<file path="config.mk">
export PLATFORM = sky130hd
export DESIGN_NAME = periodic_task_dispatch_table
export DESIGN_NICKNAME = d
export VERILOG_FILES = /design/src/rtl/core/ptdt_pkg.sv /design/src/rtl/core/periodic_task_dispatch_table.sv /design/src/rtl/core/ptdt_cell.sv
export SDC_FILE = /design/constraint.sdc
export NUM_CORES = 2
export LEC_CHECK = 0
export BUFFER_PORTS_ARGS = -buffer_cell sky130_fd_sc_hd__buf_2
export CAP_MARGIN = 20
export CORE_AREA = 2 2 451 453
export DETAILED_ROUTE_END_ITERATION = 12
export DIE_AREA = 0 0 453 455
export HOLD_SLACK_MARGIN = 0.02
export PLACE_DENSITY = 0.62
export RECOVER_POWER = 25
export REMOVE_ABC_BUFFERS = 1
export SLEW_MARGIN = 20
export SYNTH_ARGS = -nofsm -noshare
export SYNTH_HDL_FRONTEND = slang
export SYNTH_SLANG_ARGS = --single-unit
</file>
<file path="constraint.sdc">
create_clock -name clk -period 7.3 [get_ports clk]
set_input_delay 0.73 -clock clk [delete_from_list [all_inputs] [get_ports clk]]
set_output_delay 0.73 -clock clk [all_outputs]
set_load 0.005 [all_outputs]
</file>
<file path="src/rtl/core/ptdt_pkg.sv">
// Package for the periodic task dispatch table: codes, sizes and the structs
// passed between the top level and its slot cells. Depends on nothing.
package ptdt_pkg;

  localparam int PTDT_SLOTS = 16;
  localparam int MAX_OUT    = 16;
  localparam int CNT_W      = $clog2(MAX_OUT + 1);
  localparam int SLOT_W     = 4;
  localparam int FUNC_W     = 2;
  localparam int KIND_W     = 3;
  localparam int PERIOD_W   = 32;
  localparam int TIME_W     = 48;
  localparam int MINP_W     = 16;

  localparam logic [MINP_W-1:0] MIN_PERIOD_RESET = 16'd100;
  localparam logic [TIME_W-1:0] TIME_MAX         = {TIME_W{1'b1}};

  localparam logic [FUNC_W-1:0] FN_ATTACH = 2'd0;
  localparam logic [FUNC_W-1:0] FN_DETACH = 2'd1;
  localparam logic [FUNC_W-1:0] FN_TICK   = 2'd2;

  localparam logic [KIND_W-1:0] K_ATTACHED = 3'd0;
  localparam logic [KIND_W-1:0] K_FULL     = 3'd1;
  localparam logic [KIND_W-1:0] K_DETACHED = 3'd2;
  localparam logic [KIND_W-1:0] K_DUE      = 3'd3;
  localparam logic [KIND_W-1:0] K_IDLE     = 3'd4;

  typedef struct packed {
    logic [FUNC_W-1:0]   op;
    logic [PERIOD_W-1:0] period;
    logic [TIME_W-1:0]   now;
  } ptdt_ctl_t;

  typedef struct packed {
    logic             valid;
    logic             claimed;
    logic [CNT_W-1:0] cnt;
  } ptdt_tok_t;

endpackage

</file>
<file path="src/rtl/core/periodic_task_dispatch_table.sv">
// Top level of the periodic task dispatch table: command port, one config
// register and a chain of ptdt_cell slots. Depends on ptdt_pkg and ptdt_cell.
//
// Usage: a command word is taken at a clock edge with start high and busy low.
// in_func selects attach, detach or tick; func 3 is dropped without a result.
// Detach returns its result in the cycle after the command and busy never
// rises. Attach and tick send a token down the chain of SLOTS cells, one
// cell per cycle, so the chain length sets how long the scan lasts; busy
// stays high through ST_SCAN and ST_FINISH and the final result is registered
// on leaving ST_FINISH. A tick delivers each due slot in ascending order, one
// word per strobe on out_valid, with out_last on the final word. The receiver
// cannot stall; each word is valid for exactly one cycle.
// The minimum period is written through cfg_valid/cfg_ready, which is always
// ready; write it only while busy is low and no result is pending.
// Synchronous reset clears every slot, sets the minimum period to 100 ms and
// returns the block to idle.
module periodic_task_dispatch_table
  import ptdt_pkg::*;
#(
  parameter int SLOTS = PTDT_SLOTS
) (
  input  logic                clk,
  input  logic                rst_n,
  input  logic                start,
  output logic                busy,
  input  logic [FUNC_W-1:0]   in_func,
  input  logic [PERIOD_W-1:0] in_period_ms,
  input  logic [SLOT_W-1:0]   in_slot,
  input  logic [TIME_W-1:0]   in_now_ms,
  output logic                out_valid,
  output logic [KIND_W-1:0]   out_kind,
  output logic [SLOT_W-1:0]   out_task_slot,
  output logic                out_last,
  input  logic                cfg_valid,
  output logic                cfg_ready,
  input  logic [MINP_W-1:0]   cfg_min_period_ms
);

  localparam int POS_W = (SLOTS > 1) ? $clog2(SLOTS) : 1;

  typedef enum logic [1:0] {
    ST_IDLE,
    ST_SCAN,
    ST_FINISH
  } state_t;

  state_t              state_r;
  logic [MINP_W-1:0]   min_period_r;
  logic [POS_W-1:0]    pos_r;
  logic                launch_r;
  logic                pend_r;
  logic [SLOT_W-1:0]   pend_slot_r;
  logic [FUNC_W-1:0]   op_r;
  logic [PERIOD_W-1:0] per_r;
  logic [TIME_W-1:0]   now_r;
  logic                out_valid_r;
  logic [KIND_W-1:0]   out_kind_r;
  logic [SLOT_W-1:0]   out_task_slot_r;
  logic                out_last_r;
  logic                accept;
  logic [PERIOD_W-1:0] min_ext;
  logic                any_hit;
  ptdt_ctl_t           ctl;
  ptdt_tok_t           tok [SLOTS+1];
  logic [SLOTS-1:0]    hit_vec;
  logic [SLOTS-1:0]    det_vec;

  assign accept    = start && (state_r == ST_IDLE);
  assign busy      = (state_r != ST_IDLE);
  assign cfg_ready = 1'b1;
  assign min_ext   = {{(PERIOD_W - MINP_W){1'b0}}, min_period_r};
  assign any_hit   = |hit_vec;

  assign ctl = '{op: op_r, period: per_r, now: now_r};

  assign tok[0] = '{valid: launch_r, claimed: 1'b0, cnt: '0};

  for (genvar i = 0; i < SLOTS; i++) begin : g_cell
    assign det_vec[i] = accept && (in_func == FN_DETACH) && (int'(in_slot) == i);
    ptdt_cell u_cell (
      .clk   (clk),
      .rst_n (rst_n),
      .ctl   (ctl),
      .det_i (det_vec[i]),
      .tok_i (tok[i]),
      .tok_o (tok[i+1]),
      .hit_o (hit_vec[i])
    );
  end

  assign out_valid     = out_valid_r;
  assign out_kind      = out_kind_r;
  assign out_task_slot = out_task_slot_r;
  assign out_last      = out_last_r;

  always_ff @(posedge clk) begin
    if (!rst_n) begin
      min_period_r <= MIN_PERIOD_RESET;
    end else if (cfg_valid && cfg_ready) begin
      min_period_r <= cfg_min_period_ms;
    end
  end

  always_ff @(posedge clk) begin
    if (!rst_n) begin
      state_r     <= ST_IDLE;
      launch_r    <= 1'b0;
      out_valid_r <= 1'b0;
      pend_r      <= 1'b0;
      pos_r       <= '0;
    end else begin
      out_valid_r <= 1'b0;
      launch_r    <= 1'b0;
      case (state_r)
        ST_IDLE: begin
          if (accept) begin
            case (in_func)
              FN_ATTACH, FN_TICK: begin
                op_r     <= in_func;
                per_r    <= (in_period_ms < min_ext) ? min_ext : in_period_ms;
                now_r    <= in_now_ms;
                launch_r <= 1'b1;
                pos_r    <= '0;
                pend_r   <= 1'b0;
                state_r  <= ST_SCAN;
              end
              FN_DETACH: begin
                out_valid_r     <= 1'b1;
                out_kind_r      <= K_DETACHED;
                out_task_slot_r <= in_slot;
                out_last_r      <= 1'b1;
              end
              default: begin
              end
            endcase
          end
        end
        ST_SCAN: begin
          if (any_hit) begin
            if (pend_r) begin
              out_valid_r     <= 1'b1;
              out_kind_r      <= K_DUE;
              out_task_slot_r <= pend_slot_r;
              out_last_r      <= 1'b0;
            end
            pend_r      <= 1'b1;
            pend_slot_r <= SLOT_W'(pos_r);
          end
          if (pos_r == POS_W'(SLOTS - 1)) begin
            state_r <= ST_FINISH;
          end else begin
            pos_r <= pos_r + 1'b1;
          end
        end
        ST_FINISH: begin
          out_valid_r <= 1'b1;
          out_last_r  <= 1'b1;
          if (pend_r) begin
            out_kind_r      <= (op_r == FN_ATTACH) ? K_ATTACHED : K_DUE;
            out_task_slot_r <= pend_slot_r;
          end else begin
            out_kind_r      <= (op_r == FN_ATTACH) ? K_FULL : K_IDLE;
            out_task_slot_r <= '0;
          end
          state_r <= ST_IDLE;
        end
        default: begin
          state_r <= ST_IDLE;
        end
      endcase
    end
  end

endmodule

</file>
<file path="src/rtl/core/ptdt_cell.sv">
// One slot of the dispatch table: in-use flag, period and next due time.
// A scan token passes through it once per attach or tick. Depends on ptdt_pkg.
module ptdt_cell
  import ptdt_pkg::*;
(
  input  logic      clk,
  input  logic      rst_n,
  input  ptdt_ctl_t ctl,
  input  logic      det_i,
  input  ptdt_tok_t tok_i,
  output ptdt_tok_t tok_o,
  output logic      hit_o
);

  logic                in_use_r, in_use_nxt;
  logic [PERIOD_W-1:0] period_r;
  logic [TIME_W-1:0]   due_r, due_nxt;
  ptdt_tok_t           tok_r, tok_nxt;
  logic                claim, due_hit;
  logic [TIME_W:0]     sum;

  assign claim   = tok_i.valid && (ctl.op == FN_ATTACH) && !tok_i.claimed && !in_use_r;
  assign due_hit = tok_i.valid && (ctl.op == FN_TICK) && in_use_r && (ctl.now >= due_r) &&
                   (tok_i.cnt < CNT_W'(MAX_OUT));
  assign sum     = {1'b0, ctl.now} + {{(TIME_W + 1 - PERIOD_W){1'b0}}, period_r};
  assign hit_o   = claim || due_hit;
  assign tok_o   = tok_r;

  always_comb begin
    in_use_nxt = in_use_r;
    due_nxt    = due_r;
    if (det_i) begin
      in_use_nxt = 1'b0;
    end else if (claim) begin
      in_use_nxt = 1'b1;
      due_nxt    = '0;
    end else if (due_hit) begin
      due_nxt = sum[TIME_W] ? TIME_MAX : sum[TIME_W-1:0];
    end
    tok_nxt         = tok_i;
    tok_nxt.claimed = tok_i.claimed || claim;
    tok_nxt.cnt     = tok_i.cnt + CNT_W'(due_hit);
  end

  always_ff @(posedge clk) begin
    if (!rst_n) begin
      in_use_r <= 1'b0;
      due_r    <= '0;
      tok_r    <= '0;
    end else begin
      in_use_r <= in_use_nxt;
      due_r    <= due_nxt;
      tok_r    <= tok_nxt;
    end
  end

  always_ff @(posedge clk) begin
    if (claim) begin
      period_r <= ctl.period;
    end
  end

endmodule

</file>
==> results.cfg <==
[synthesis]
synth.avg_cell_area_sq_um = 8.97
synthesis.area_sq_um = 97900
synth_cell_type_count = 110
synth_warnings = 0
synth_edf_count = 606
synth_flop_cell = dfxtp_1
synthCells = 10900
yosysSeqAreaShare = 0.370
async_reset_ff_frac = 0
ys_ff_latch = 1506

[sta]
setup_ws_ps = 935
fmax_mhz = 157
layout_min_cycle_time_ps = 6370
slew_headroom = -1.94
grt_setup_unrepaired = no
whs_ps = 65.0
maxSlewViolCount = 703
tns_ps = 0
finalSetupViolations = 0
finalHoldViolCount = 0
timing.final.crit_share = 0.872
tightest_slew_ps = 4400
clock_skew_ps = 22.3

[placement]
dpl.hpwl_mm = 245
dp_cells = 13600
dp_slack_ps = 1530
io_buffers = 115
gp_congestion = 0.991

[status]
outcome = finished with violations
violations = max-capacitance violations, max-slew violations

[critical_path]
crit_type = in -> reg
critPathSlowestCell = clkinvlp_2
crit_path_frequent_cell = buf_4
worstPathRequired_ps = 8070
arrival_ps = 7140
slowest_delay_ps = 2950
cp_max_fo = 67
path_cells = buf_4, clkinvlp_2, buf_4, nor4_2, buf_4, and2_1, a221o_1
start_kind = input pin
rrSetupSlack_ps = 1450
end_kind = flip-flop
critPathTopFamily = buffers and inverters
cp_num_buf_inv = 4

[global_route]
grt_max_degree = 82
grt_overflow = 0
grt_usage = 0.339
grt_pass1_vias = 81300
antenna_found_initial = 37
grt_pass1_wl_mm = 521

[clocking]
cts_made_buffers = 175
cts_tree = yes
post_cts_resized = 0
cts_sinks = 1506
postCtsHoldBufs = 20
cts_setup_buffers = 0
clkTransAtPathRegs_ps = 60
cts-root-buf = clkbuf_16
h-tree-depth = 4
clk_latency_ps = 850
cts_max_path_buffers = 3

[power_and_ir_drop]
combPwrFrac = 0.081
p_seq_frac = 0.443
max-vdd-ir-drop_v = 0.000205
swShare = 0.247
leakage_uw = 0.0441
p_switching_uw = 4900
intPower_uw = 14900
p_clk_frac = 0.476
p_per_area_nw_per_um2 = 182
power.total_uw = 19800

[floorplanning]
die_y_um = 455
num_io_pins = 117
rows = 165
start_util = 0.487
die_w_um = 453
die_area_sq_um = 206000
coreArea_sq_um = 201000

[final_layout]
final_cells = 14000
area_growth_pct = 11.3
final_nets = 12500
drive_gt1_frac = 0.0650

[route]
route.detailed.drc = 0
vias = 86000
final_antenna_net_count = 0
via_per_inst = 6.16
dr.pass1.iters = 8
drt_wl_total_mm = 358
drt-wirelength-per-cell_um = 25.6
drt_iter0_drc = 8878

[worst_hold_path]
hp-class = in -> reg

[flow_run]
max_cap_viol_count = 36
==> final cells by class <==
cell class	instances	area, sq um
Inverter	945	3550
Multi-Input combinational cell	8076	56900
Clock buffer	258	5260
Tap cell	2672	3340
Antenna cell	61	153
Clock inverter	69	847
Fill cell	18300	92300
Timing Repair Buffer	389	2760
Sequential cell	1506	36200
==> cell families (layout without fill, tap and decap cells) <==
logic type / count (synthesis) / count (layout) / synth area share
adder cells (fa/ha/maj): 1343 / 1343 / 0.173
flip-flops: 1506 / 1506 / 0.370
other: 1 / 62 / 0.0000383
XOR/XNOR: 544 / 544 / 0.0487
buffers and inverters: 1330 / 1661 / 0.0519
AO/OA/AOI/OAI: 3371 / 3371 / 0.219
AND/OR/NAND/NOR: 2748 / 2748 / 0.131
multiplexers: 69 / 69 / 0.00727
==> cell usage after synthesis, types with 23 or more instances <==
| cell | instances | area share |
|---|---|---|
| a211o_1 | 46 | 0.0041 |
| a211oi_1 | 120 | 0.0092 |
| a21o_1 | 585 | 0.045 |
| a21oi_1 | 957 | 0.049 |
| a221o_1 | 30 | 0.0031 |
| a221oi_1 | 23 | 0.0021 |
| a22o_1 | 55 | 0.0049 |
| a31oi_1 | 72 | 0.0046 |
| and2_1 | 97 | 0.0062 |
| and3_1 | 74 | 0.0047 |
| and4_1 | 30 | 0.0027 |
| buf_2 | 35 | 0.0018 |
| clkbuf_1 | 330 | 0.013 |
| dfxtp_1 | 900 | 0.18 |
| edfxtp_1 | 606 | 0.19 |
| ha_1 | 1327 | 0.17 |
| inv_1 | 943 | 0.036 |
| mux2i_1 | 52 | 0.0053 |
| nand2_1 | 988 | 0.038 |
| nand2b_1 | 102 | 0.0065 |
| nand3_1 | 185 | 0.0095 |
| nand4_1 | 171 | 0.011 |
| nor2_1 | 697 | 0.027 |
| nor2b_1 | 82 | 0.0052 |
| nor3_1 | 123 | 0.0063 |
| nor4_1 | 33 | 0.0021 |
| o2111ai_1 | 24 | 0.0021 |
| o211ai_1 | 58 | 0.0044 |
| o21a_1 | 108 | 0.0083 |
| o21ai_0 | 831 | 0.042 |
| o21bai_1 | 66 | 0.0051 |
| o221ai_1 | 57 | 0.0051 |
| o22ai_1 | 55 | 0.0035 |
| o31ai_1 | 34 | 0.0026 |
| or2_2 | 24 | 0.0015 |
| or3_1 | 68 | 0.0043 |
| xnor2_1 | 344 | 0.031 |
| xor2_1 | 200 | 0.018 |
==> state kept, by name, summed over array words and instances (netlist names), 3 cells and up <==
signal	flops
g_cell.u_cell.due_r	768
g_cell.u_cell.period_r	512
g_cell.u_cell.tok_o	91
now_r	48
per_r	32
g_cell.u_cell.in_use_r	16
min_period_r	16
out_task_slot	4
pend_slot_r	4
pos_r	4
out_kind	3
==> worst paths after layout <==
| check | start | endpoint | depth (start not counted) |
|---|---|---|---|
| worst max-delay path | rst_n | g_cell[8].u_cell.due_r[41]$_SDFFE_PN0P_ | 7 |
| worst min-delay path | in_now_ms[11] | now_r[11]$_DFFE_PP_ | 1 |
| worst max register to register | now_r[9]$_DFFE_PP_ | out_task_slot[2]$_DFFE_PP_ | 14 |
| worst min register to register | g_cell[12].u_cell.due_r[2]$_SDFFE_PN0P_ | g_cell[12].u_cell.due_r[2]$_SDFFE_PN0P_ | 2 |
==> metrics by stage <==
stage | util | cell area, sq um
4_1_cts | 0.542 | 109000
3_5_place_dp | 0.510 | 103000
5_1_grt | 0.541 | 109000
6_report | 0.542 | 109000
2_1_floorplan | - | 96400
3_3_place_gp | 0.510 | 103000
==> routing by layer <==
metal | vias to the layer above | share of wire | track usage
met4 | 2 | 0.057 | 0.188
li1 | 39900 | - | -
met3 | 952 | 0.095 | 0.0616
met1 | 41300 | 0.41 | 0.441
met2 | 3894 | 0.44 | 0.532
met5 | - | 0.000036 | 0
==> power by group through the flow <==
stage	combinational [uW]	sequential, uW	clock (uW)
2_1_floorplan	894	9010	0
3_3_place_gp	1530	8970	0
3_5_place_dp	1560	8970	0
4_1_cts	1580	8780	9520
5_1_grt	1740	8790	9840
6_report	1610	8790	9440
==> cell usage in the layout, fill, tap and decap left out, types with 81 or more instances in the layout <==
cell,Yosys,routed
a211oi_1,120,120
a21o_1,585,585
a21oi_1,957,954
and2_1,97,88
buf_4,3,201
clkbuf_1,330,110
clkbuf_16,0,186
dfxtp_1,900,900
edfxtp_1,606,606
ha_1,1327,1327
inv_1,943,939
nand2_1,988,986
nand2b_1,102,102
nand3_1,185,185
nand4_1,171,171
nor2_1,697,688
nor2b_1,82,81
nor3_1,123,119
o21a_1,108,108
o21ai_0,831,828
xnor2_1,344,344
xor2_1,200,200
No activity file was read; power rests on OpenSTA's default activity.
